**config.mk**
```make
export PLATFORM = sky130hd
export DESIGN_NAME = vbfe_queue
export DESIGN_NICKNAME = d
export VERILOG_FILES = /design/src/hw/rtl/vbfe_pkg.sv /design/src/hw/rtl/vbfe_queue.sv
export SDC_FILE = /design/constraint.sdc
export NUM_CORES = 1
export LEC_CHECK = 0
export ABC_AREA = 1
export BUFFER_PORTS_ARGS = -buffer_cell sky130_fd_sc_hd__buf_2
export CAP_MARGIN = 20
export CELL_PAD_IN_SITES_DETAIL_PLACEMENT = 0
export CELL_PAD_IN_SITES_GLOBAL_PLACEMENT = 1
export CORE_MARGIN = 4
export CORE_UTILIZATION = 35
export CTS_BUF_LIST = sky130_fd_sc_hd__clkbuf_8 sky130_fd_sc_hd__clkbuf_16
export DETAILED_ROUTE_END_ITERATION = 6
export GPL_TIMING_DRIVEN = 0
export PLACE_DENSITY = 0.6
export SYNTH_ARGS = -nofsm -noshare
export SYNTH_HDL_FRONTEND = slang
export SYNTH_SLANG_ARGS = --single-unit
```
**constraint.sdc**
```tcl
create_clock -name clock -period 3.09 [get_ports clock]
set_input_delay 0.309 -clock clock [delete_from_list [all_inputs] [get_ports clock]]
set_output_delay 0.309 -clock clock [all_outputs]
set_load 0.01 [all_outputs]
```
**src/hw/rtl/vbfe_pkg.sv**
```systemverilog
// ============================================================================
// vbfe_pkg
// Shared widths, codes and the face job record of the boundary face extractor.
// ============================================================================
package vbfe_pkg;

   // Field widths fixed by the channel formats
   localparam int DIM_W    = 9;
   localparam int FACE_W   = 9;
   localparam int AXIS_W   = 2;
   localparam int CSR_IDX_W = 2;

   // Default for the largest volume edge
   localparam int MAX_DIM_DEFAULT = 256;

   // Dimension register value after reset
   localparam logic [DIM_W-1:0] DIM_RESET = 9'd256;

   // Configuration register indexes
   localparam logic [CSR_IDX_W-1:0] CSR_DIM_X = 2'd0;
   localparam logic [CSR_IDX_W-1:0] CSR_DIM_Y = 2'd1;
   localparam logic [CSR_IDX_W-1:0] CSR_DIM_Z = 2'd2;

   // Face normal axis codes
   localparam logic [AXIS_W-1:0] AXIS_X = 2'd0;
   localparam logic [AXIS_W-1:0] AXIS_Y = 2'd1;
   localparam logic [AXIS_W-1:0] AXIS_Z = 2'd2;

   // Face slots of one voxel, in output order
   localparam int SLOT_N      = 6;
   localparam int SLOT_X_LOW  = 0;
   localparam int SLOT_X_HIGH = 1;
   localparam int SLOT_Y_LOW  = 2;
   localparam int SLOT_Y_HIGH = 3;
   localparam int SLOT_Z_LOW  = 4;
   localparam int SLOT_Z_HIGH = 5;

   // Job queue between classifier and face serialiser
   localparam int QUEUE_DEPTH = 4;
   localparam int QPTR_W      = 2;
   localparam int QCNT_W      = 3;
   localparam int QFILL_W     = 4;

   // One classified voxel: coordinates (already cut to the face width)
   // and one bit per face slot that must be sent
   typedef struct packed {
      logic [FACE_W-1:0] x;
      logic [FACE_W-1:0] y;
      logic [FACE_W-1:0] z;
      logic [SLOT_N-1:0] mask;
   } face_job_type;

   // Queue status seen by the classifier
   typedef struct packed {
      logic [QCNT_W-1:0] count;
      logic              not_empty;
   } queue_status_type;

endpackage

```
**src/hw/rtl/vbfe_queue.sv**
```systemverilog
// ============================================================================
// vbfe_queue
// Short job queue decoupling the classifier from the face serialiser.
// ============================================================================
module vbfe_queue (
   input  logic                        clock,
   input  logic                        reset,
   input  logic                        push,
   input  vbfe_pkg::face_job_type      push_job,
   input  logic                        pop,
   output vbfe_pkg::face_job_type      head_job,
   output vbfe_pkg::queue_status_type  status
);
   import vbfe_pkg::*;

   face_job_type       slot_ff [QUEUE_DEPTH];
   logic [QPTR_W-1:0]  wr_ptr_ff, rd_ptr_ff;
   logic [QCNT_W-1:0]  count_ff, count_in;

   always_comb begin
      count_in = count_ff;
      case ({push, pop})
         2'b10:   count_in = count_ff + QCNT_W'(1);
         2'b01:   count_in = count_ff - QCNT_W'(1);
         default: count_in = count_ff;
      endcase
   end

   always_ff @(posedge clock) begin
      if (reset) begin
         wr_ptr_ff <= '0;
         rd_ptr_ff <= '0;
         count_ff  <= '0;
      end else begin
         count_ff <= count_in;
         if (push) begin
            wr_ptr_ff <= wr_ptr_ff + QPTR_W'(1);
         end
         if (pop) begin
            rd_ptr_ff <= rd_ptr_ff + QPTR_W'(1);
         end
      end
   end

   // job storage
   always_ff @(posedge clock) begin
      if (push) begin
         slot_ff[wr_ptr_ff] <= push_job;
      end
   end

   assign head_job         = slot_ff[rd_ptr_ff];
   assign status.count     = count_ff;
   assign status.not_empty = (count_ff != '0);

`ifndef ASSERT_OFF
   a_no_overflow: assert property (@(posedge clock) disable iff (reset)
      (push && !pop) |-> (count_ff != QCNT_W'(QUEUE_DEPTH)))
      else $error("job queue overflow");

   a_no_underflow: assert property (@(posedge clock) disable iff (reset)
      pop |-> (count_ff != '0))
      else $error("job queue underflow");
`endif

endmodule

```
==> results of run 1 <==
==> Yosys cell counts <==
master    count
buf_2         7
o21ai_0      54
o21ai_1      18
nor2_1       75
fa_1          1
inv_1        13
nand2_1      10
o22ai_1      33
clkbuf_2      2
buf_6         9
inv_2         2
buf_8         1
ha_1          5
clkbuf_1      1
a21oi_1       4
nand4_1       1
edfxtp_1    132
dfxtp_1       9
==> flip-flops by register name, summed over array words and instances, names as in the netlist, named ones only <==
| register | flops |
|---|---|
| count_ff | 3 |
| wr_ptr_ff | 2 |
| rd_ptr_ff | 2 |
| slot_ff | 132 |
==> cells by family after synthesis <==
group                    synth area share
AO/OA/AOI/OAI                       0.109
adder cells (fa/ha/maj)            0.0154
buffers and inverters              0.0413
flip-flops                          0.773
AND/OR/NAND/NOR                    0.0607
==> through the flow <==
step / power, mW / area (µm²)
floorplan: 2.47 / 5360
global route: 4.65 / 6490
global placement: 2.66 / 5960
CTS: 4.51 / 6490
detailed placement: 2.67 / 5960
finish: 4.45 / 6490
==> how the worst max path moves through the flow <==
stage / start / end / slack, ns / cells after the start
floorplan: wr_ptr_ff[0] / slot_ff[2][0] / 1.46 / 4
finish: flip-flop / head_job[5] / 0.98 / 5
CTS: flip-flop / head_job[5] / 0.96 / 5
global placement: wr_ptr_ff[0] / slot_ff[0][11] / 0.86 / 4
detailed placement: wr_ptr_ff[0] / slot_ff[0][8] / 1.38 / 4
global route: flip-flop / head_job[29] / 0.91 / 5
==> layer usage <==
layer	up-vias	global-route usage
met2	76	0.236
met3	20	0.0534
met5	-	0
li1	1577	-
met4	4	0.0601
met1	1549	0.156
==> where the power goes <==
part	switching (mW)	total (mW)	leakage, nW	internal [mW]
sequential	0.0244	2.20	1.29	2.18
clock	0.686	1.84	0.267	1.15
combinational	0.265	0.412	0.817	0.147
total	0.975	4.45	2.37	3.48
==> area by class of cell <==
cell class              count  area (µm²)
plain buffers              20         165
clock buffers              17         425
clock inverters            14         111
fillers                  1340        8260
inverters                  15        56.3
multi-input cells         201         995
flip-flops and latches    141        4140
well taps                 184         230
repair buffers             73         365
==> metrics.md, run 1 <==
| Metric | Value |
|---|---|
| Outcome | `finished, final reports clean` |
| Critical Path Start Type | `flip-flop` |
| Area delta synth->final | `21.1%` |
| Global route overflow | `0` |
| Hold Path End | `slot_ff[0][31]` |
| Cell area after synthesis | `approximately 0.0054 mm²` |
| Routed wl met2 | `between 5000 and 6000 µm` |
| Die Area | `0.0174 mm²` |
| Flop2flop setup slack | `1.43 ns` |
| Max layer used | `met5` |
| Met3 wire length | `~670 µm` |
| Overall Global Routing Usage | `0.139` |
| Setup violations, final | `0` |
| Met1 wire length | `roughly 4700 µm` |
| Pre-CTS WS | `around 1.4 ns` |
| CP Cell Sequence | `inv_2 -> clkbuf_1 -> o21ai_0 -> o22ai_1 -> buf_2` |
| Endpoint class of the critical path | `primary output` |
| Cells after synthesis | `approximately 380` |
| Netlist cell types | `18` |
| Hold WC Path Type | `input pin to flip-flop` |
| Post-route antenna net violation count | `0` |
| Final min period | `approximately 2.1 ns` |
| ANT cells | `0` |
| RSZ-0062 raised after global routing | `no` |
| Sequential share of the synthesized area | `0.773` |
| Initial Utilization | `0.363` |
| Cts hold-fix bufs | `0` |
| TritonCTS Buffers | `17` |
| Final WL | `approximately 12000 µm` |
| Final period util | `0.682` |
| Ys Warns | `0` |
| Mapped Nets | `420` |
| DR iter-0 viols | `between 150 and 200` |
| First-pass GRT wire length | `about 18000 µm` |
| Die Span Y | `~130 µm` |
| Worst hold stages | `1` |
| DRC Markers | `0` |
| Routed WL per cell | `between 15 and 20 µm` |
| Pwr dens | `686 mW/mm²` |
| Peak supply drop | `about 400 µV` |
| Largest net degree at the start of global routing | `34` |
| Layout Nets | `512` |
| Max Clock Skew | `around 0.0066 ns` |
| R2R Path End | `slot_ff[1][9]` |
| Fin. max-slew vios | `0` |
| Critical Path Max Stage Delay | `0.42 ns` |
| Vias in the first global route | `roughly 3400` |
| CP top delay family | `buffers and inverters` |
| Origin of the critical flop-to-flop path | `wr_ptr_ff[1]` |
| Die Wd | `around 130 µm` |
| Clock sink count | `141` |
| Leak | `2.37 nW` |
| R2R depth | `4` |
| TritonCTS clock tree | `done` |
| IO Count | `between 70 and 80` |
| Area leader, netlist | `edfxtp_1` |
| Fin. Hold Viols | `0` |
| Hold Worst Slack | `about 0.11 ns` |
| Fin util | `0.440` |
| Max frequency | `roughly 0.47 GHz` |
| Mean Syn Cell Area | `about 14 µm²` |
| Gpl congestion | `around 0.73` |
| Slowest CP cell | `clkbuf_1` |
| Post-DP HPWL | `~6800 µm` |
| Max Cap Violations | `0` |
| Core ar. | `around 0.015 mm²` |
| Dpl cells | `approximately 630` |
| Worst min-delay path startpoint | `push_job[31]` |
| Worst-margin pin slew | `roughly 0.87 ns` |
| DR vias/cell | `between 4 and 5` |
| CP max FO | `10` |
| Root Buffer | `clkbuf_16` |
| Placement Rows | `44` |
| WS Path Type | `flip-flop to primary output` |
| Max Root-Sink Buffers | `2` |
| Port Buffers | `73` |
| Share of the synthesized area in the top cell type | `0.739` |
| Relative slew slack | `0.417` |
| Worst Setup Slack, final | `0.982 ns` |
| 1st-pass router iterations | `4` |
| H-tree Lvls | `4` |
| Post-Route Setup TNS | `0 ns` |
| Req. time, crit path | `approximately 2.8 ns` |
| WP buf/inv | `3` |
| Commonest non-fill, non-tap cell in the layout | `edfxtp_1` |
| Vias | `3226` |
| Synthesized flop and latch total | `141` |
| Synth area leaders | `edfxtp_1 (74%), nor2_1 (5.3%), o21ai_0 (5.0%)` |
| Worst skew pair latency | `around 0.41 ns` |
| Worst EP arrival | `roughly 1.8 ns` |
| Non-filler cells, final | `around 670` |
| Initial antenna violation count | `2` |
| Commonest cells after routing, fill and taps aside | `edfxtp_1 (132), buf_2 (80), nor2_1 (75)` |
| Layout cells sized above 1 | `0.249` |
| CTS clk-pin slew, worst paths | `~0.050 ns` |
| Post-CTS setup buffers | `0` |
| Post-CTS Resized | `0` |
Power figures use the tool's default switching activity.
==> inputs of run 2 (changes only) <==
--- a/config.mk
+++ b/config.mk
@@ -15,7 +15,7 @@
 export CTS_BUF_LIST = sky130_fd_sc_hd__clkbuf_8 sky130_fd_sc_hd__clkbuf_16
 export DETAILED_ROUTE_END_ITERATION = 6
 export GPL_TIMING_DRIVEN = 0
-export PLACE_DENSITY = 0.6
+export PLACE_DENSITY = 0.62
 export SYNTH_ARGS = -nofsm -noshare
 export SYNTH_HDL_FRONTEND = slang
 export SYNTH_SLANG_ARGS = --single-unit
==> constraint.sdc (replaced) <==
create_clock -name clock -period 1.9 [get_ports clock]
set_input_delay 0.19 -clock clock [delete_from_list [all_inputs] [get_ports clock]]
set_output_delay 0.19 -clock clock [all_outputs]
set_load 0.01 [all_outputs]
==> run 2 against run 1 <==
Compared with the run above: final area is 5.7% higher; power is 67% higher; critical endpoint is now head_job[20]; register-to-register slack worse by 1.2 ns; combinational power is 78% higher; sequential share of layout area is 3.4 points lower; sequential cell count stayed put; via count is 4.2% higher; final cell count is 5.0% higher.
==> metrics.md, run 2 (same netlist as run 1, synthesis figures left out) <==
| Metric | Value |
|---|---|
| Final WL | `12000 µm (+3.9%)` |
| Initial antenna violation count | `0 (-2)` |
| Port Buffers | `73 (unchanged)` |
| CTS clk-pin slew, worst paths | `0.05 ns (about the same)` |
| Sw Share | `0.218 (-0.00117)` |
| 1st-pass router iterations | `4 (unchanged)` |
| TritonCTS Buffers | `17 (unchanged)` |
| Overall Global Routing Usage | `0.144 (+0.00547)` |
| Post-CTS setup buffers | `0 (unchanged)` |
| Flop2flop setup slack | `0.22 ns (-1.21 ns)` |
| Flop pwr share | `0.481 (-0.014)` |
| RSZ-0062 raised after global routing | `yes` |
| Endpoint class of the critical path | `primary output` |
| IO Count | `74 (unchanged)` |
| Area delta synth->final | `28.1%` |
| Max frequency | `between 0.5 and 0.6 GHz` |
| Max Cap Violations | `0 (unchanged)` |
| Pwr dens | `1090 mW/mm² (+58%)` |
| Core ar. | `0.0148 mm² (unchanged)` |
| Commonest non-fill, non-tap cell in the layout | `edfxtp_1` |
| Gpl congestion | `0.677 (-7.0%)` |
| Initial Utilization | `0.363 (unchanged)` |
| Fin. max-slew vios | `0 (unchanged)` |
| Relative slew slack | `0.431 (+0.0140)` |
| CP max FO | `10 (unchanged)` |
| Routed WL per cell | `17.2 µm (-1.0%)` |
| Max Root-Sink Buffers | `2 (unchanged)` |
| Pre-CTS WS | `0.164 ns (-1.22 ns)` |
| Hold WC Path Type | `input pin to flip-flop` |
| NetSw | `1.62 mW (+67%)` |
| Max Clock Skew | `0.00402 ns (-0.00259 ns)` |
| TritonCTS clock tree | `done` |
| Pint | `5.83 mW (+68%)` |
| Outcome | `finished, final reports clean` |
| WS Path Type | `flip-flop to primary output` |
| Leak | `2.55 nW (+7.4%)` |
| DR iter-0 viols | `202 (+18%)` |
| Vias | `3361 (+4.2%)` |
| Worst hold stages | `1 (unchanged)` |
| Die Wd | `132 µm (unchanged)` |
| Worst EP arrival | `1.61 ns (-0.19 ns)` |
| First-pass GRT wire length | `19000 µm (+5.0%)` |
| Biggest register | `slot_ff` |
| Final period util | `0.949` |
| DRC Markers | `0 (unchanged)` |
| Final min period | `roughly 1.8 ns` |
| Worst skew pair latency | `0.41 ns (about the same)` |
| Worst Setup Slack, final | `0.0970 ns (-0.885 ns)` |
| Largest net degree at the start of global routing | `34 (unchanged)` |
| ANT cells | `0 (unchanged)` |
| Critical Path Start Type | `flip-flop` |
| Layout Nets | `544 (+6.3%)` |
| Post-route antenna net violation count | `0 (unchanged)` |
| Vias in the first global route | `3492 (+3.4%)` |
| Max reg flops | `132 (unchanged)` |
| Peak supply drop | `642 µV (+61%)` |
| Root Buffer | `clkbuf_16` |
| Req. time, crit path | `1.71 ns (-1.07 ns)` |
| H-tree Lvls | `4 (unchanged)` |
| Fin. Hold Viols | `0 (unchanged)` |
| Die Area | `0.0174 mm² (unchanged)` |
| Top flop regs | `slot_ff: 132 flops, count_ff: 3 flops` |
| Comb pwr share | `0.098 (+0.006)` |
| Clock sink count | `141 (unchanged)` |
| Worst-margin pin slew | `0.853 ns (-0.0209 ns)` |
| R2R depth | `4 (unchanged)` |
| Clock power share | `0.421 (+0.009)` |
| Die Span Y | `132 µm (unchanged)` |
| DR vias/cell | `4.82 (-0.74%)` |
| Commonest cells after routing, fill and taps aside | `edfxtp_1 (132), buf_2 (77), nor2_1 (75)` |
| Layout cells sized above 1 | `0.249 (-0.000453)` |
| Global route overflow | `0 (unchanged)` |
| Placement Rows | `44 (unchanged)` |
| Post-Route Setup TNS | `0 ns (unchanged)` |
| Setup violations, final | `0 (unchanged)` |
| Post-DP HPWL | `6980 µm (+1.9%)` |
## run 2: cell count changes in the layout (fill, tap and decap cells not counted), sizes merged
| cell | delta |
|---|---|
| dlygate4sd3 | +32 |
| inv | +3 |
| clkbuf | +4 |
| buf | -1 |
| clkinv | -5 |
## run 2: power by group through the flow
stage	sequential (mW)	clock [mW]	combinational, mW
after floorplan	3.64	0	0.376
after global placement	3.65	0	0.677
after detailed placement	3.65	0	0.690
after CTS	3.59	3.21	0.746
after global routing	3.60	3.35	0.818
final	3.59	3.14	0.732
## run 2: final timing paths
kind,from,endpoint
worst max register to register,wr_ptr_ff[0],slot_ff[0][10]
worst min register to register,rd_ptr_ff[1],flip-flop
worst max-delay path,flip-flop,head_job[20]
worst min-delay path,push_job[25],slot_ff[2][25]
## run 2: critical path, cell delays in order (launching register included)
cell	delay (ns)
dfxtp_2	0.37
inv_2	0.12
buf_2	0.24
o21ai_0	0.12
o22ai_1	0.18
buf_2	0.17
## run 2: final cells by class
| class | instances | area, µm² |
|---|---|---|
| clock buffer | 20 | 467 |
| multi-input combinational | 201 | 995 |
| buffer | 20 | 179 |
| sequential | 141 | 4150 |
| fill | 1359 | 7890 |
| inverter | 15 | 56.3 |
| clock inverter | 12 | 106 |
| timing repair buffer | 105 | 686 |
| tap | 184 | 230 |
## run 2: layer usage
| metal | wire length (µm) | vias up | GRT usage |
|---|---|---|---|
| li1 | - | 1649 | - |
| met1 | 5170 | 1629 | 0.168 |
| met2 | 6200 | 74 | 0.251 |
| met3 | 566 | 9 | 0.0447 |
| met4 | 79 | 0 | 0.0543 |
| met5 | 0 | - | 0 |
## run 2: what timing repair did
item,CTS,global route
pin swaps,0,1
gates resized for setup,3,8
hold buffers,32,0
endpoints found under the setup margin,17,18
endpoints found under the hold margin,128,0
gates cloned,0,0
## run 2: metrics by stage
| stage | hold WS, ns | area [µm²] | util | power (mW) | cells |
|---|---|---|---|---|---|
| 4_1_cts | 0.00398 | 6850 | 0.465 | 7.54 | 698 |
| 2_1_floorplan | 0.289 | 5360 | - | 4.02 | 377 |
| 3_5_place_dp | 0.408 | 5960 | 0.404 | 4.34 | 634 |
| 3_3_place_gp | 0.403 | 5960 | 0.404 | 4.33 | 634 |
| 5_1_grt | 0.0107 | 6870 | 0.465 | 7.76 | 698 |
| 6_report | 0.0291 | 6870 | 0.465 | 7.46 | 698 |
