<file path="src/hw/rtl/vbfe_pkg.sv">
// ============================================================================
// vbfe_pkg
// Shared widths, codes and the face job record of the boundary face extractor.
// ============================================================================
package vbfe_pkg;

   // Field widths fixed by the channel formats
   localparam int DIM_W    = 9;
   localparam int FACE_W   = 9;
   localparam int AXIS_W   = 2;
   localparam int CSR_IDX_W = 2;

   // Default for the largest volume edge
   localparam int MAX_DIM_DEFAULT = 256;

   // Dimension register value after reset
   localparam logic [DIM_W-1:0] DIM_RESET = 9'd256;

   // Configuration register indexes
   localparam logic [CSR_IDX_W-1:0] CSR_DIM_X = 2'd0;
   localparam logic [CSR_IDX_W-1:0] CSR_DIM_Y = 2'd1;
   localparam logic [CSR_IDX_W-1:0] CSR_DIM_Z = 2'd2;

   // Face normal axis codes
   localparam logic [AXIS_W-1:0] AXIS_X = 2'd0;
   localparam logic [AXIS_W-1:0] AXIS_Y = 2'd1;
   localparam logic [AXIS_W-1:0] AXIS_Z = 2'd2;

   // Face slots of one voxel, in output order
   localparam int SLOT_N      = 6;
   localparam int SLOT_X_LOW  = 0;
   localparam int SLOT_X_HIGH = 1;
   localparam int SLOT_Y_LOW  = 2;
   localparam int SLOT_Y_HIGH = 3;
   localparam int SLOT_Z_LOW  = 4;
   localparam int SLOT_Z_HIGH = 5;

   // Job queue between classifier and face serialiser
   localparam int QUEUE_DEPTH = 4;
   localparam int QPTR_W      = 2;
   localparam int QCNT_W      = 3;
   localparam int QFILL_W     = 4;

   // One classified voxel: coordinates (already cut to the face width)
   // and one bit per face slot that must be sent
   typedef struct packed {
      logic [FACE_W-1:0] x;
      logic [FACE_W-1:0] y;
      logic [FACE_W-1:0] z;
      logic [SLOT_N-1:0] mask;
   } face_job_type;

   // Queue status seen by the classifier
   typedef struct packed {
      logic [QCNT_W-1:0] count;
      logic              not_empty;
   } queue_status_type;

endpackage

</file>
<file path="src/hw/rtl/vbfe_channels.sv">


interface vbfe_rsp_if;
   import vbfe_pkg::*;
   logic              valid;
   logic              ready;
   logic [FACE_W-1:0] face_x;
   logic [FACE_W-1:0] face_y;
   logic [FACE_W-1:0] face_z;
   logic [AXIS_W-1:0] face_axis;
   logic              last_face;

   modport source (output valid, output face_x, output face_y, output face_z,
                   output face_axis, output last_face, input ready);
   modport sink   (input valid, input face_x, input face_y, input face_z,
                   input face_axis, input last_face, output ready);
endinterface


</file>
<file path="src/hw/rtl/vbfe_back.sv">
// ============================================================================
// vbfe_back
// Face serialiser: turns one job into its faces, one output beat each.
// ============================================================================
module vbfe_back (
   input  logic                        clock,
   input  logic                        reset,
   input  vbfe_pkg::face_job_type      head_job,
   input  vbfe_pkg::queue_status_type  q_status,
   output logic                        q_pop,
   vbfe_rsp_if.source                  rsp
);
   import vbfe_pkg::*;

   logic [SLOT_N-1:0]  mask_ff, mask_in;
   logic [FACE_W-1:0]  job_x_ff, job_y_ff, job_z_ff;
   logic [SLOT_N-1:0]  pick;
   logic [SLOT_N-1:0]  rest;
   logic               found;
   logic               out_free;
   logic               emit;

   logic               valid_ff;
   logic [FACE_W-1:0]  face_x_ff, face_y_ff, face_z_ff;
   logic [AXIS_W-1:0]  axis_ff;
   logic               last_ff;

   logic [FACE_W-1:0]  fx, fy, fz;
   logic [AXIS_W-1:0]  faxis;

   // lowest pending face slot goes first
   always_comb begin
      pick  = '0;
      found = 1'b0;
      for (int i = 0; i < SLOT_N; i++) begin
         if (!found && mask_ff[i]) begin
            pick[i] = 1'b1;
            found   = 1'b1;
         end
      end
   end

   assign rest     = mask_ff & ~pick;
   assign out_free = ~valid_ff | rsp.ready;
   assign emit     = out_free & (|mask_ff);
   assign q_pop    = q_status.not_empty & ((mask_ff == '0) | (emit & (rest == '0)));

   always_comb begin
      mask_in = mask_ff;
      if (q_pop) begin
         mask_in = head_job.mask;
      end else if (emit) begin
         mask_in = rest;
      end
   end

   // face position and axis for the chosen slot
   always_comb begin
      fx = job_x_ff + FACE_W'(pick[SLOT_X_HIGH]);
      fy = job_y_ff + FACE_W'(pick[SLOT_Y_HIGH]);
      fz = job_z_ff + FACE_W'(pick[SLOT_Z_HIGH]);
      if (pick[SLOT_Z_LOW] | pick[SLOT_Z_HIGH]) begin
         faxis = AXIS_Z;
      end else if (pick[SLOT_Y_LOW] | pick[SLOT_Y_HIGH]) begin
         faxis = AXIS_Y;
      end else begin
         faxis = AXIS_X;
      end
   end

   always_ff @(posedge clock) begin
      if (reset) begin
         mask_ff  <= '0;
         valid_ff <= 1'b0;
      end else begin
         mask_ff <= mask_in;
         if (emit) begin
            valid_ff <= 1'b1;
         end else if (rsp.ready) begin
            valid_ff <= 1'b0;
         end
      end
   end

   // job coordinates and output beat payload
   always_ff @(posedge clock) begin
      if (q_pop) begin
         job_x_ff <= head_job.x;
         job_y_ff <= head_job.y;
         job_z_ff <= head_job.z;
      end
      if (emit) begin
         face_x_ff <= fx;
         face_y_ff <= fy;
         face_z_ff <= fz;
         axis_ff   <= faxis;
         last_ff   <= (rest == '0);
      end
   end

   assign rsp.valid     = valid_ff;
   assign rsp.face_x    = face_x_ff;
   assign rsp.face_y    = face_y_ff;
   assign rsp.face_z    = face_z_ff;
   assign rsp.face_axis = axis_ff;
   assign rsp.last_face = last_ff;

`ifndef ASSERT_OFF
   a_loaded_job_has_faces: assert property (@(posedge clock) disable iff (reset)
      q_pop |=> (mask_ff != '0))
      else $error("serialiser loaded a job with no faces");

   a_emit_fills_output: assert property (@(posedge clock) disable iff (reset)
      emit |=> valid_ff)
      else $error("face beat lost on its way to the output register");
`endif

endmodule

</file>
<file path="src/flat_wrapper.sv">
// flat-port wrapper written by rule: the top's interface ports become plain ports
module vbfe_back_flat import vbfe_pkg::*;
  (clock, reset, head_job, q_status, q_pop, rsp_valid, rsp_face_x, rsp_face_y, rsp_face_z, rsp_face_axis, rsp_last_face, rsp_ready);
  vbfe_rsp_if rsp_i ();
  input  logic clock;
  input  logic reset;
  input  vbfe_pkg::face_job_type head_job;
  input  vbfe_pkg::queue_status_type q_status;
  output logic q_pop;
  output wire logic [$bits(rsp_i.valid)-1:0] rsp_valid;
  output wire logic [$bits(rsp_i.face_x)-1:0] rsp_face_x;
  output wire logic [$bits(rsp_i.face_y)-1:0] rsp_face_y;
  output wire logic [$bits(rsp_i.face_z)-1:0] rsp_face_z;
  output wire logic [$bits(rsp_i.face_axis)-1:0] rsp_face_axis;
  output wire logic [$bits(rsp_i.last_face)-1:0] rsp_last_face;
  input wire logic [$bits(rsp_i.ready)-1:0] rsp_ready;
  assign rsp_valid = rsp_i.valid;
  assign rsp_face_x = rsp_i.face_x;
  assign rsp_face_y = rsp_i.face_y;
  assign rsp_face_z = rsp_i.face_z;
  assign rsp_face_axis = rsp_i.face_axis;
  assign rsp_last_face = rsp_i.last_face;
  assign rsp_i.ready = rsp_ready;
  vbfe_back u_core (.clock(clock), .reset(reset), .head_job(head_job), .q_status(q_status), .q_pop(q_pop), .rsp(rsp_i));
endmodule
</file>
<file path="config.mk">
export PLATFORM = sky130hd
export DESIGN_NAME = vbfe_back_flat
export DESIGN_NICKNAME = d
export VERILOG_FILES = /design/src/hw/rtl/vbfe_pkg.sv /design/src/hw/rtl/vbfe_channels.sv /design/src/hw/rtl/vbfe_back.sv /design/src/flat_wrapper.sv
export SDC_FILE = /design/constraint.sdc
export NUM_CORES = 1
export LEC_CHECK = 0
export BUFFER_PORTS_ARGS = -buffer_cell sky130_fd_sc_hd__buf_2
export CELL_PAD_IN_SITES_DETAIL_PLACEMENT = 1
export CELL_PAD_IN_SITES_GLOBAL_PLACEMENT = 1
export CORE_MARGIN = 4
export CORE_UTILIZATION = 44
export DETAILED_ROUTE_END_ITERATION = 12
export GPL_ROUTABILITY_DRIVEN = 0
export PLACE_DENSITY = 0.86
export SETUP_SLACK_MARGIN = 0.02
export SYNTH_ARGS = -nofsm -noshare
export SYNTH_HDL_FRONTEND = slang
export SYNTH_SLANG_ARGS = --single-unit
</file>
<file path="constraint.sdc">
create_clock -name clock -period 6 [get_ports clock]
set_clock_uncertainty 0.05 [all_clocks]
set_input_delay 0.6 -clock clock [delete_from_list [all_inputs] [get_ports clock]]
set_output_delay 0.6 -clock clock [all_outputs]
set_load 0.02 [all_outputs]
</file>
==> results of run 1 <==
[layer usage]
metal	part of all wire (%)	GRT usage, %	wire, µm	up-vias
met2	54	26.40	2668	47
met4	2.5	9.211	123	0
li1	-	-	-	778
met3	4.4	3.159	217	10
met1	39	16.55	1904	766
met5	0	0	0	-
[power groups by stage]
stage | Sequential [W] | Combinational, W | Clock [W]
2_1_floorplan | 0.000813 | 0.000136 | 0
4_1_cts | 0.000718 | 0.000355 | 0.000352
5_1_grt | 0.000731 | 0.000378 | 0.000382
6_report | 0.000716 | 0.000348 | 0.000343
3_5_place_dp | 0.000725 | 0.000352 | 0
3_3_place_gp | 0.000717 | 0.000344 | 0
[metrics by stage]
stage,instance area [µm²],worst slack [ps]
global placement,2960,2699
CTS,3141,2248
floorplan,2547,3337
global route,3141,2071
detailed placement,2960,2637
finish,3141,2319
[layout make-up]
| cell class | count | area [µm²] | area share (%) |
|---|---|---|---|
| Sequential cell | 64 | 1852 | 58.96 |
| Clock buffer | 12 | 135.1 | 4.303 |
| Inverter | 2 | 7.507 | 0.2390 |
| Timing Repair Buffer | 68 | 340.3 | 10.84 |
| Tap cell | 72 | 90.09 | 2.869 |
| Clock inverter | 4 | 45.04 | 1.434 |
| Multi-Input combinational cell | 97 | 670.6 | 21.35 |
[worst max-delay path by stage]
stage,from,to,slack [ps],depth (start not counted)
2_1_floorplan,rsp_ready,u_core.rsp.face_axis[0],3340,2
3_5_place_dp,u_core.mask_ff[0],q_pop,2640,6
3_3_place_gp,u_core.mask_ff[0],q_pop,2700,6
4_1_cts,u_core.mask_ff[0],q_pop,2250,6
6_report,u_core.mask_ff[0],q_pop,2320,6
5_1_grt,u_core.mask_ff[0],q_pop,2070,6
[critical path, delay by kind of cell (launching register included)]
family / cells / cell delay, ps
AO/OA/AOI/OAI: 2 / 350
AND/OR/NAND/NOR: 2 / 910
flip-flops: 1 / 350
buffers and inverters: 2 / 1100
[synthesized netlist by cell type]
master,instances,area (µm²)
sky130_fd_sc_hd__nor2_1,6,22.52
sky130_fd_sc_hd__buf_4,1,7.510
sky130_fd_sc_hd__or4_1,1,7.510
sky130_fd_sc_hd__buf_2,1,5.000
sky130_fd_sc_hd__o21a_1,1,7.510
sky130_fd_sc_hd__nand2_1,7,26.28
sky130_fd_sc_hd__o32ai_1,1,8.760
sky130_fd_sc_hd__a21oi_1,3,15.01
sky130_fd_sc_hd__nand3b_1,1,7.510
sky130_fd_sc_hd__nor3_1,3,15.01
sky130_fd_sc_hd__ha_1,6,75.07
sky130_fd_sc_hd__dfxtp_1,7,140.1
sky130_fd_sc_hd__and2_1,3,18.77
sky130_fd_sc_hd__nand3_1,9,45.04
sky130_fd_sc_hd__o21ai_0,4,20.02
sky130_fd_sc_hd__xnor2_1,18,157.7
sky130_fd_sc_hd__a21oi_2,1,8.760
sky130_fd_sc_hd__nor2b_1,1,6.260
sky130_fd_sc_hd__a31oi_1,1,6.260
sky130_fd_sc_hd__maj3_1,1,10.01
sky130_fd_sc_hd__inv_1,2,7.510
sky130_fd_sc_hd__o22ai_1,5,31.28
sky130_fd_sc_hd__nand4_1,7,43.79
sky130_fd_sc_hd__or3_1,1,6.260
sky130_fd_sc_hd__o211ai_1,1,7.510
sky130_fd_sc_hd__a2111oi_0,1,8.760
sky130_fd_sc_hd__and2b_2,1,8.760
sky130_fd_sc_hd__edfxtp_1,57,1712
sky130_fd_sc_hd__xor2_1,3,26.28
sky130_fd_sc_hd__nand2b_1,7,43.79
sky130_fd_sc_hd__buf_6,1,11.26
sky130_fd_sc_hd__and3_1,3,18.77
sky130_fd_sc_hd__or2_2,1,6.260
sky130_fd_sc_hd__clkbuf_2,1,5.000
[placed cells by master, fill, tap and decap left out, types with 4 or more instances in the layout]
cell	synthesis	routed
sky130_fd_sc_hd__xnor2_1	18	18
sky130_fd_sc_hd__o21ai_0	4	4
sky130_fd_sc_hd__dfxtp_1	7	7
sky130_fd_sc_hd__nand2b_1	7	7
sky130_fd_sc_hd__nand4_1	7	7
sky130_fd_sc_hd__edfxtp_1	57	57
sky130_fd_sc_hd__clkbuf_8	0	9
sky130_fd_sc_hd__nand3_1	9	9
sky130_fd_sc_hd__ha_1	6	6
sky130_fd_sc_hd__o22ai_1	5	5
sky130_fd_sc_hd__buf_2	1	68
sky130_fd_sc_hd__nor2_1	6	6
sky130_fd_sc_hd__nand2_1	7	7
[sequential cells by signal, indices dropped and copies added (netlist names)]
register	count
u_core.rsp.last_face	1
u_core.mask_ff	6
u_core.rsp.face_x	9
u_core.rsp.face_axis	2
u_core.job_x_ff	9
u_core.rsp.face_y	9
u_core.rsp.face_z	9
u_core.job_z_ff	9
u_core.job_y_ff	9
u_core.rsp.valid	1
[logic make-up (layout without fill, tap and decap cells)]
family,after synthesis,in the layout,share of synthesized area (%)
flops,64,64,72.69
fa+ha+maj,7,7,3.340
simple gates,51,51,10.86
xor+xnor,21,21,7.220
buf+inv,6,86,1.424
compound gates,18,18,4.470
==> metrics.txt, run 1 <==
# TYPE chip_impl_metric gauge
chip_impl_info{name="status",value="finished, final reports clean"} 1
chip_impl_metric{name="dr_total_vias",unit=""} 1601
chip_impl_metric{name="swShare",unit="%"} 31.97
chip_impl_metric{name="cp_data_arrival_time",unit="ps"} 3030
chip_impl_metric{name="via_per_inst",unit=""} 5.019
chip_impl_metric{name="grt_max_degree",unit=""} 31
chip_impl_metric{name="synth_seq_cells",unit=""} 64
chip_impl_metric{name="final_cell_count_no_fill",unit=""} 319
chip_impl_metric{name="period_minus_slack",unit="ps"} 3681
chip_impl_metric{name="layout-area-overhead-vs-synth",unit="%"} 23.28
chip_impl_metric{name="worst_ep_required_time",unit="ps"} 5350
chip_impl_metric{name="path_max_fanout",unit=""} 28
chip_impl_metric{name="via_count_of_the_first_global_routing_pass",unit=""} 1662
chip_impl_metric{name="critPathMaxStageDelay",unit="ps"} 790
chip_impl_metric{name="post-layout-total-power",unit="W"} 0.001406
chip_impl_metric{name="synth.lib_cells_used.distinct",unit=""} 34
chip_impl_info{name="grt_setup_unrepaired",value="no"} 1
chip_impl_metric{name="fin_crit_sh",unit="%"} 61.35
chip_impl_metric{name="synthesis.area",unit="mm²"} 0.002547
chip_impl_metric{name="holdWs",unit="ps"} 395.1
chip_impl_metric{name="die_area",unit="mm²"} 0.007071
chip_impl_metric{name="core.rowCount",unit=""} 27
chip_impl_info{name="hold_worst_path_end",value="u_core.job_z_ff[7]"} 1
chip_impl_metric{name="final_core_area_utilization",unit="%"} 56.34
chip_impl_metric{name="tightestPinTransition",unit="ps"} 1057
chip_impl_metric{name="ir_worst_vdd",unit="mV"} 0.2019
chip_impl_info{name="startpoint_type",value="flop"} 1
chip_impl_metric{name="fin_hold_viols",unit=""} 0
chip_impl_info{name="crit_chain",value="or3_1 -> nor2_1 -> o211ai_1 -> o21a_1 -> inv_1 -> buf_2"} 1
chip_impl_metric{name="slew_violations",unit=""} 0
chip_impl_info{name="hold_path.class",value="in -> reg"} 1
chip_impl_metric{name="gr-usage-all-layers",unit="%"} 15.08
chip_impl_info{name="cts-root-buf",value="sky130_fd_sc_hd__clkbuf_8"} 1
chip_impl_metric{name="num_io_pins",unit=""} 72
chip_impl_metric{name="reg2regPathDepth",unit=""} 5
chip_impl_metric{name="drt_wl_total",unit="mm"} 4.913
chip_impl_metric{name="cts_inserted_buffers",unit=""} 9
chip_impl_metric{name="fill_cells",unit=""} 575
chip_impl_metric{name="max_freq",unit="GHz"} 0.2717
chip_impl_metric{name="ff2ff_setup_slack",unit="ps"} 3170
chip_impl_metric{name="timing.max_cap.violations",unit=""} 0
chip_impl_metric{name="detail_route.wl_per_cell",unit="µm"} 15.40
chip_impl_metric{name="htree_num_levels",unit=""} 3
chip_impl_metric{name="share_comb_of_total_power",unit="%"} 24.7
chip_impl_metric{name="setup_violations",unit=""} 0
chip_impl_info{name="worst_r2r_src",value="u_core.mask_ff[0]"} 1
chip_impl_metric{name="cts.sinks",unit=""} 64
chip_impl_metric{name="hpwl",unit="mm"} 3.519
chip_impl_metric{name="post_route_cells_drive_above_1_share",unit="%"} 34.41
chip_impl_metric{name="drcViolationCount",unit=""} 0
chip_impl_metric{name="power_frac_seq",unit="%"} 50.9
chip_impl_metric{name="chipWidth",unit="µm"} 84.09
chip_impl_metric{name="buffer_ports.inserted",unit=""} 68
chip_impl_info{name="cpMaxStageDelayCell",value="sky130_fd_sc_hd__inv_1"} 1
chip_impl_metric{name="synth.yosys.seq_area_share",unit="%"} 72.69
chip_impl_metric{name="clockPowerShare",unit="%"} 24.4
chip_impl_metric{name="antenna_found_initial",unit=""} 0
chip_impl_metric{name="switching_power",unit="W"} 0.0004495
chip_impl_metric{name="antennaDiodeCount",unit=""} 0
chip_impl_metric{name="syn-num-nets",unit=""} 213
chip_impl_metric{name="grt_first_pass_wirelength",unit="mm"} 8.121
chip_impl_metric{name="gr-total-overflow",unit=""} 0
chip_impl_metric{name="synth_cells",unit=""} 167
chip_impl_metric{name="final_nets",unit=""} 288
chip_impl_metric{name="postSynthAreaPerCell",unit="µm²"} 15.25
chip_impl_info{name="tritoncts",value="done"} 1
chip_impl_info{name="reg2reg_to",value="u_core.job_z_ff[3]"} 1
chip_impl_metric{name="clock_tree.buffer_depth",unit=""} 2
chip_impl_metric{name="holdBufCountCts",unit=""} 0
chip_impl_metric{name="power.density",unit="mW/mm²"} 447.7
chip_impl_info{name="min_from",value="head_job[13]"} 1
chip_impl_metric{name="post-place-cells",unit=""} 303
chip_impl_metric{name="total_negative_slack",unit="ps"} 0
chip_impl_metric{name="die_h",unit="µm"} 84.09
chip_impl_metric{name="routed_antenna_nets",unit=""} 0
chip_impl_metric{name="power.static_leakage",unit="nW"} 1.214
chip_impl_metric{name="synth_warnings",unit=""} 0
chip_impl_metric{name="cts-resized-gates",unit=""} 0
chip_impl_metric{name="dr.first_iter.drc_count",unit=""} 73
chip_impl_metric{name="cts_setup_buffers",unit=""} 0
chip_impl_metric{name="start_util",unit="%"} 45.70
chip_impl_info{name="critPathCaptureType",value="output port"} 1
chip_impl_info{name="timing_worst_setup_path_type",value="reg -> out"} 1
chip_impl_metric{name="timing.hold.worst_path_depth",unit=""} 1
chip_impl_metric{name="placeableCoreArea",unit="mm²"} 0.005574
chip_impl_metric{name="cell_internal_power",unit="W"} 0.0009564
chip_impl_metric{name="drt_pre_antenna_iters",unit=""} 4
chip_impl_metric{name="worstSkewPairLatency",unit="ps"} 320
chip_impl_metric{name="worst_slew_margin_rel",unit="%"} 29.47
chip_impl_metric{name="clk_transition_reported_paths",unit="ps"} 70
Note: power is estimated with default switching activity, not from simulation.
==> inputs of run 2 (changes only) <==
Settings changed: CORE_UTILIZATION 44 to 41, PLACE_DENSITY 0.86 to 0.81.
Clock period 6 ns to 3.5 ns, I/O delays scaled along.
==> run 2 against run 1 <==
- flip-flop and latch count stayed put
- sequential share of layout area fell by 0.33 points
- utilization is 3.6 points lower
- first-iteration DRC count increased by 14%
- clock power grew 72%
- combinational power up 76%
- power grew 73%
- global-route usage is 0.14 points higher
- sequential power rose by 72%
==> metrics.txt, run 2 (same netlist as run 1, synthesis figures left out) <==
# TYPE chip_impl_metric gauge
chip_impl_metric{name="clockPowerShare",unit="%"} 24.2
chip_impl_metric{name="dr.first_iter.drc_count",unit=""} 83
chip_impl_metric{name="power.density",unit="mW/mm²"} 770.4
chip_impl_metric{name="htree_num_levels",unit=""} 3
chip_impl_metric{name="total_negative_slack",unit="ps"} 0
chip_impl_info{name="cpMaxStageDelayCell",value="sky130_fd_sc_hd__or3_1"} 1
chip_impl_metric{name="share_comb_of_total_power",unit="%"} 25.2
chip_impl_metric{name="via_per_inst",unit=""} 5.009
chip_impl_metric{name="post_route_cells_drive_above_1_share",unit="%"} 34.54
chip_impl_metric{name="ir_worst_vdd",unit="mV"} 0.3388
chip_impl_metric{name="cts-resized-gates",unit=""} 0
chip_impl_metric{name="holdBufCountCts",unit=""} 0
chip_impl_metric{name="drcViolationCount",unit=""} 0
chip_impl_metric{name="antennaDiodeCount",unit=""} 0
chip_impl_metric{name="slew_violations",unit=""} 0
chip_impl_metric{name="cts_setup_buffers",unit=""} 0
chip_impl_metric{name="gr-usage-all-layers",unit="%"} 15.21
chip_impl_metric{name="layout-area-overhead-vs-synth",unit="%"} 23.97
chip_impl_metric{name="worst_slew_margin_rel",unit="%"} 35.28
chip_impl_metric{name="power.static_leakage",unit="nW"} 1.222
chip_impl_metric{name="fin_hold_viols",unit=""} 0
chip_impl_metric{name="critPathMaxStageDelay",unit="ps"} 540
chip_impl_metric{name="grt_first_pass_wirelength",unit="mm"} 8.328
chip_impl_metric{name="gr-total-overflow",unit=""} 0
chip_impl_info{name="crit_chain",value="or3_1 -> nor2_1 -> o211ai_1 -> o21a_1 -> inv_1 -> buf_4 -> buf_2"} 1
chip_impl_metric{name="die_h",unit="µm"} 86.83
chip_impl_info{name="grt_setup_unrepaired",value="no"} 1
chip_impl_metric{name="tightestPinTransition",unit="ps"} 968.7
chip_impl_metric{name="final_nets",unit=""} 290
chip_impl_metric{name="hpwl",unit="mm"} 3.855
chip_impl_info{name="critPathCaptureType",value="output port"} 1
chip_impl_metric{name="detail_route.wl_per_cell",unit="µm"} 16.70
chip_impl_info{name="status",value="finished, final reports clean"} 1
chip_impl_metric{name="drt_pre_antenna_iters",unit=""} 4
chip_impl_metric{name="cts_inserted_buffers",unit=""} 9
chip_impl_metric{name="power_frac_seq",unit="%"} 50.5
chip_impl_metric{name="period_minus_slack",unit="ps"} 2917
chip_impl_metric{name="worstSkewPairLatency",unit="ps"} 340
chip_impl_metric{name="post-place-cells",unit=""} 308
chip_impl_metric{name="cp_data_arrival_time",unit="ps"} 2520
chip_impl_info{name="timing_worst_setup_path_type",value="reg -> out"} 1
chip_impl_metric{name="routed_antenna_nets",unit=""} 0
chip_impl_metric{name="clk_transition_reported_paths",unit="ps"} 70
chip_impl_metric{name="grt_max_degree",unit=""} 31
chip_impl_metric{name="clock_tree.buffer_depth",unit=""} 2
chip_impl_metric{name="path_max_fanout",unit=""} 16
chip_impl_metric{name="via_count_of_the_first_global_routing_pass",unit=""} 1721
chip_impl_metric{name="buffer_ports.inserted",unit=""} 68
chip_impl_metric{name="timing.max_cap.violations",unit=""} 0
chip_impl_metric{name="swShare",unit="%"} 32.47
chip_impl_metric{name="max_freq",unit="GHz"} 0.3428
chip_impl_metric{name="num_io_pins",unit=""} 72
chip_impl_metric{name="core.rowCount",unit=""} 28
chip_impl_metric{name="start_util",unit="%"} 42.52
chip_impl_info{name="layout.cells.most_common_list",value="sky130_fd_sc_hd__buf_2 (68), sky130_fd_sc_hd__edfxtp_1 (57), sky130_fd_sc_hd__xnor2_1 (18), sky130_fd_sc_hd__nand3_1 (9), sky130_fd_sc_hd__clkbuf_8 (9)"} 1
chip_impl_metric{name="final_cell_count_no_fill",unit=""} 324
chip_impl_info{name="most_common_cell_after_layout_fill_and_taps_aside",value="sky130_fd_sc_hd__buf_2"} 1
chip_impl_metric{name="placeableCoreArea",unit="mm²"} 0.005991
chip_impl_metric{name="antenna_found_initial",unit=""} 0
chip_impl_metric{name="die_area",unit="mm²"} 0.007539
chip_impl_info{name="startpoint_type",value="flop"} 1
chip_impl_metric{name="cell_internal_power",unit="W"} 0.001643
chip_impl_metric{name="fin_crit_sh",unit="%"} 83.35
chip_impl_info{name="cts-root-buf",value="sky130_fd_sc_hd__clkbuf_8"} 1
chip_impl_metric{name="dr_total_vias",unit=""} 1623
chip_impl_metric{name="setup_violations",unit=""} 0
chip_impl_metric{name="switching_power",unit="W"} 0.0007898
chip_impl_metric{name="cts.sinks",unit=""} 64
chip_impl_metric{name="drt_wl_total",unit="mm"} 5.412
chip_impl_info{name="hold_path.class",value="in -> reg"} 1
chip_impl_metric{name="chipWidth",unit="µm"} 86.83
chip_impl_info{name="tritoncts",value="done"} 1
chip_impl_metric{name="worst_ep_required_time",unit="ps"} 3100
-- run 2: final timing paths --
path | start | to | slack [ps] | cells past startpoint
hold reg to reg | u_core.mask_ff[1] | u_core.mask_ff[1] | 480 | 2
hold / removal | head_job[30] | u_core.job_x_ff[6] | 140 | 1
setup / recovery | u_core.mask_ff[0] | q_pop | 580 | 7
setup reg to reg | u_core.mask_ff[0] | u_core.rsp.face_z[8] | 1140 | 6
-- run 2: cell type report --
cell class                 count  area, µm²
clock buffer                  11      131.4
multi-input combinational     97      670.6
tap                           75      93.84
clock inverter                 5      47.55
inverter                       2      7.507
timing repair buffer          70      355.3
sequential                    64       1852
fill                         657       2833
-- run 2: worst max-delay path: cells and delay by family, from the launching register on --
family          cells  cell delay, ps
flops               1             340
simple gates        2             910
buf+inv             3             560
compound gates      2             370
-- run 2: metrics by stage --
| step | utilization (%) | hold WS, ps | total power, W | area, µm² | setup WS [ps] |
|---|---|---|---|---|---|
| 2_1_floorplan | - | 398.9 | 0.001626 | 2547 | 852.3 |
| 3_3_place_gp | 49.73 | 460.0 | 0.001832 | 2979 | 1029 |
| 3_5_place_dp | 49.73 | 477.3 | 0.001869 | 2979 | 951.5 |
| 4_1_cts | 52.72 | 119.4 | 0.002463 | 3158 | 581.1 |
| 5_1_grt | 52.72 | 115.0 | 0.002555 | 3158 | 449.0 |
| 6_report | 52.72 | 135.6 | 0.002433 | 3158 | 582.7 |
-- run 2: routing by layer --
| metal | track usage, % | vias up | wire length, µm |
|---|---|---|---|
| met5 | 0 | - | 0 |
| met4 | 8.499 | 0 | 167 |
| met3 | 4.183 | 13 | 249 |
| met2 | 27.26 | 44 | 2910 |
| met1 | 15.87 | 782 | 2084 |
| li1 | - | 784 | - |
-- run 2: power by group through the flow --
stage | clock [W] | sequential [W] | combinational, W
2_1_floorplan | 0 | 0.00139 | 0.000233
3_3_place_gp | 0 | 0.00123 | 0.000603
6_report | 0.000589 | 0.00123 | 0.000614
3_5_place_dp | 0 | 0.00125 | 0.000623
4_1_cts | 0.000605 | 0.00123 | 0.000625
5_1_grt | 0.000640 | 0.00125 | 0.000665
==> inputs of run 3 (changes only) <==
Settings changed: CORE_UTILIZATION 41 to 37, PLACE_DENSITY 0.81 to 0.77.
Clock period 3.5 ns to 2.4 ns, I/O delays scaled along.
==> run 3 against run 2 <==
- count of clock-buffer cells in the layout decreased by 1
- worst setup slack got worse by 410 ps
- combinational power increased by 55%
- wire length decreased by 12%
- sequential share of layout area decreased by 1.2 points
==> metrics.txt, run 3 (same netlist as run 1, synthesis figures left out) <==
# TYPE chip_impl_metric gauge
chip_impl_info{name="status",value="finished, final reports clean"} 1
chip_impl_info{name="critPathCaptureType",value="output port"} 1
chip_impl_info{name="most_common_cell_after_layout_fill_and_taps_aside",value="sky130_fd_sc_hd__buf_2"} 1
chip_impl_metric{name="start_util",unit="%"} 39.00
chip_impl_metric{name="cell_internal_power",unit="W"} 0.002450
chip_impl_metric{name="core.rowCount",unit=""} 29
chip_impl_info{name="layout.cells.most_common_list",value="sky130_fd_sc_hd__buf_2 (68), sky130_fd_sc_hd__edfxtp_1 (57), sky130_fd_sc_hd__xnor2_1 (18), sky130_fd_sc_hd__nand3_1 (9), sky130_fd_sc_hd__clkbuf_8 (9)"} 1
chip_impl_metric{name="cts.sinks",unit=""} 64
chip_impl_metric{name="met3RoutedLength",unit="µm"} 282
chip_impl_metric{name="cts_setup_buffers",unit=""} 0
chip_impl_info{name="timing_worst_setup_path_type",value="reg -> out"} 1
chip_impl_metric{name="layout-area-overhead-vs-synth",unit="%"} 26.52
chip_impl_metric{name="dr_wl_met2",unit="mm"} 2.552
chip_impl_metric{name="grt_first_pass_wirelength",unit="mm"} 7.638
chip_impl_metric{name="period_minus_slack",unit="ps"} 2222
chip_impl_metric{name="worstSkewPairLatency",unit="ps"} 330
chip_impl_metric{name="via_count_of_the_first_global_routing_pass",unit=""} 1677
chip_impl_metric{name="max_freq",unit="GHz"} 0.4499
chip_impl_metric{name="holdWs",unit="ps"} 28.90
chip_impl_metric{name="fin_hold_viols",unit=""} 0
chip_impl_metric{name="antennaDiodeCount",unit=""} 0
chip_impl_metric{name="routed_antenna_nets",unit=""} 0
chip_impl_metric{name="detail_route.wl_per_cell",unit="µm"} 14.44
chip_impl_metric{name="power.density",unit="mW/mm²"} 1115
chip_impl_metric{name="worst_slew_margin_rel",unit="%"} 69.33
chip_impl_metric{name="power.static_leakage",unit="nW"} 1.242
chip_impl_metric{name="cp_data_arrival_time",unit="ps"} 1930
chip_impl_metric{name="final_cell_count_no_fill",unit=""} 330
chip_impl_metric{name="switching_power",unit="W"} 0.001144
chip_impl_metric{name="wirelength_met1",unit="mm"} 1.859
chip_impl_metric{name="drcViolationCount",unit=""} 0
chip_impl_info{name="cpMaxStageDelayCell",value="sky130_fd_sc_hd__nor2b_2"} 1
chip_impl_metric{name="critPathMaxStageDelay",unit="ps"} 350
chip_impl_metric{name="clk_transition_reported_paths",unit="ps"} 70
chip_impl_metric{name="share_comb_of_total_power",unit="%"} 26.5
chip_impl_metric{name="die_area",unit="mm²"} 0.008276
chip_impl_metric{name="ir_worst_vdd",unit="mV"} 0.3797
chip_impl_metric{name="placeableCoreArea",unit="mm²"} 0.006531
chip_impl_metric{name="chipWidth",unit="µm"} 90.98
chip_impl_metric{name="fin_crit_sh",unit="%"} 92.60
chip_impl_metric{name="drt_pre_antenna_iters",unit=""} 3
chip_impl_metric{name="final_core_area_utilization",unit="%"} 49.35
chip_impl_metric{name="worst_ep_required_time",unit="ps"} 2110
chip_impl_info{name="cts-root-buf",value="sky130_fd_sc_hd__clkbuf_8"} 1
chip_impl_metric{name="path_max_fanout",unit=""} 8
chip_impl_info{name="crit_chain",value="nor2b_2 -> a21oi_1 -> o211ai_1 -> o21a_1 -> clkinvlp_4 -> buf_2"} 1
chip_impl_metric{name="clock_tree.buffer_depth",unit=""} 2
chip_impl_metric{name="final_nets",unit=""} 294
chip_impl_metric{name="power_frac_seq",unit="%"} 49.4
chip_impl_metric{name="antenna_found_initial",unit=""} 0
chip_impl_metric{name="post_route_cells_drive_above_1_share",unit="%"} 37.55
chip_impl_metric{name="die_h",unit="µm"} 90.98
chip_impl_info{name="startpoint_type",value="flop"} 1
chip_impl_metric{name="setup_slack",unit="ps"} 177.5
chip_impl_metric{name="buffer_ports.inserted",unit=""} 68
chip_impl_metric{name="grt_max_degree",unit=""} 21
chip_impl_metric{name="cts_inserted_buffers",unit=""} 9
chip_impl_metric{name="tightestPinTransition",unit="ps"} 458.4
chip_impl_info{name="grt_setup_unrepaired",value="no"} 1
chip_impl_metric{name="gr-usage-all-layers",unit="%"} 12.07
chip_impl_metric{name="holdBufCountCts",unit=""} 0
chip_impl_metric{name="dr.first_iter.drc_count",unit=""} 15
chip_impl_metric{name="gr-total-overflow",unit=""} 0
chip_impl_metric{name="timing.max_cap.violations",unit=""} 0
chip_impl_metric{name="place_ws",unit="ps"} 184.6
chip_impl_metric{name="post-place-cells",unit=""} 314
chip_impl_info{name="tritoncts",value="done"} 1
chip_impl_metric{name="clockPowerShare",unit="%"} 24.2
chip_impl_metric{name="num_io_pins",unit=""} 72
chip_impl_metric{name="hpwl",unit="mm"} 3.656
chip_impl_info{name="hold_path.class",value="in -> reg"} 1
chip_impl_metric{name="total_negative_slack",unit="ps"} 0
chip_impl_metric{name="dr_total_vias",unit=""} 1587
chip_impl_metric{name="drt_wl_total",unit="mm"} 4.766
chip_impl_metric{name="slew_violations",unit=""} 0
chip_impl_metric{name="htree_num_levels",unit=""} 3
chip_impl_metric{name="swShare",unit="%"} 31.83
chip_impl_metric{name="via_per_inst",unit=""} 4.809
chip_impl_metric{name="setup_violations",unit=""} 0
chip_impl_info{name="highest_layer",value="met4"} 1
run 3: changes by cell type in the layout (fill, tap and decap cells not counted), sizes merged:
cell      change
inv           -1
buf           +4
clkinvlp      +2
clkbuf        -1
run 3: power by group through the flow:
stage | Combinational (W) | Clock, W | Sequential [W]
floorplan | 0.000349 | 0 | 0.00203
global placement | 0.000947 | 0 | 0.00178
detailed placement | 0.000966 | 0 | 0.00180
CTS | 0.000969 | 0.000895 | 0.00178
global route | 0.00103 | 0.000944 | 0.00182
finish | 0.000951 | 0.000869 | 0.00177
run 3: per-layer routing:
| layer | track usage (%) | up-vias |
|---|---|---|
| met1 | 12.24 | 733 |
| li1 | - | 796 |
| met4 | 6.407 | 0 |
| met5 | 0 | - |
| met2 | 21.95 | 49 |
| met3 | 3.884 | 9 |
run 3: final timing paths:
| path | from | to | slack [ps] | depth (start not counted) |
|---|---|---|---|---|
| worst min-delay path | head_job[16] | u_core.job_y_ff[1] | 30 | 1 |
| worst min register to register | u_core.mask_ff[1] | u_core.mask_ff[1] | 490 | 2 |
| worst max-delay path | u_core.rsp.valid | q_pop | 180 | 6 |
| worst max register to register | u_core.mask_ff[0] | u_core.rsp.face_z[8] | 270 | 6 |
run 3: critical path, delay by kind of cell, from the launching register on:
kind / cells / cell delay (ps)
and+or+nand+nor: 1 / 350
buffers and inverters: 2 / 430
AOI/OAI and AO/OA: 3 / 480
DFF: 1 / 340
run 3: cell type report:
class,instances,area [µm²]
Clock buffer,10,127.6
Clock inverter,6,60.06
Fill cell,682,3308
Inverter,2,11.26
Multi-Input combinational cell,97,678.2
Sequential cell,64,1852
Tap cell,77,96.34
Timing Repair Buffer,74,397.9
run 3: per-stage QoR:
step	cell area [µm²]	power (W)
6_report	3223	0.003594
5_1_grt	3223	0.003792
4_1_cts	3218	0.003646
3_5_place_dp	3028	0.002768
3_3_place_gp	3028	0.002729
2_1_floorplan	2555	0.002374
run 3: what timing repair did:
item,CTS,global route
gates resized for setup,1,1
pin swaps,0,0
gates cloned,0,0
setup endpoints to repair,1,1
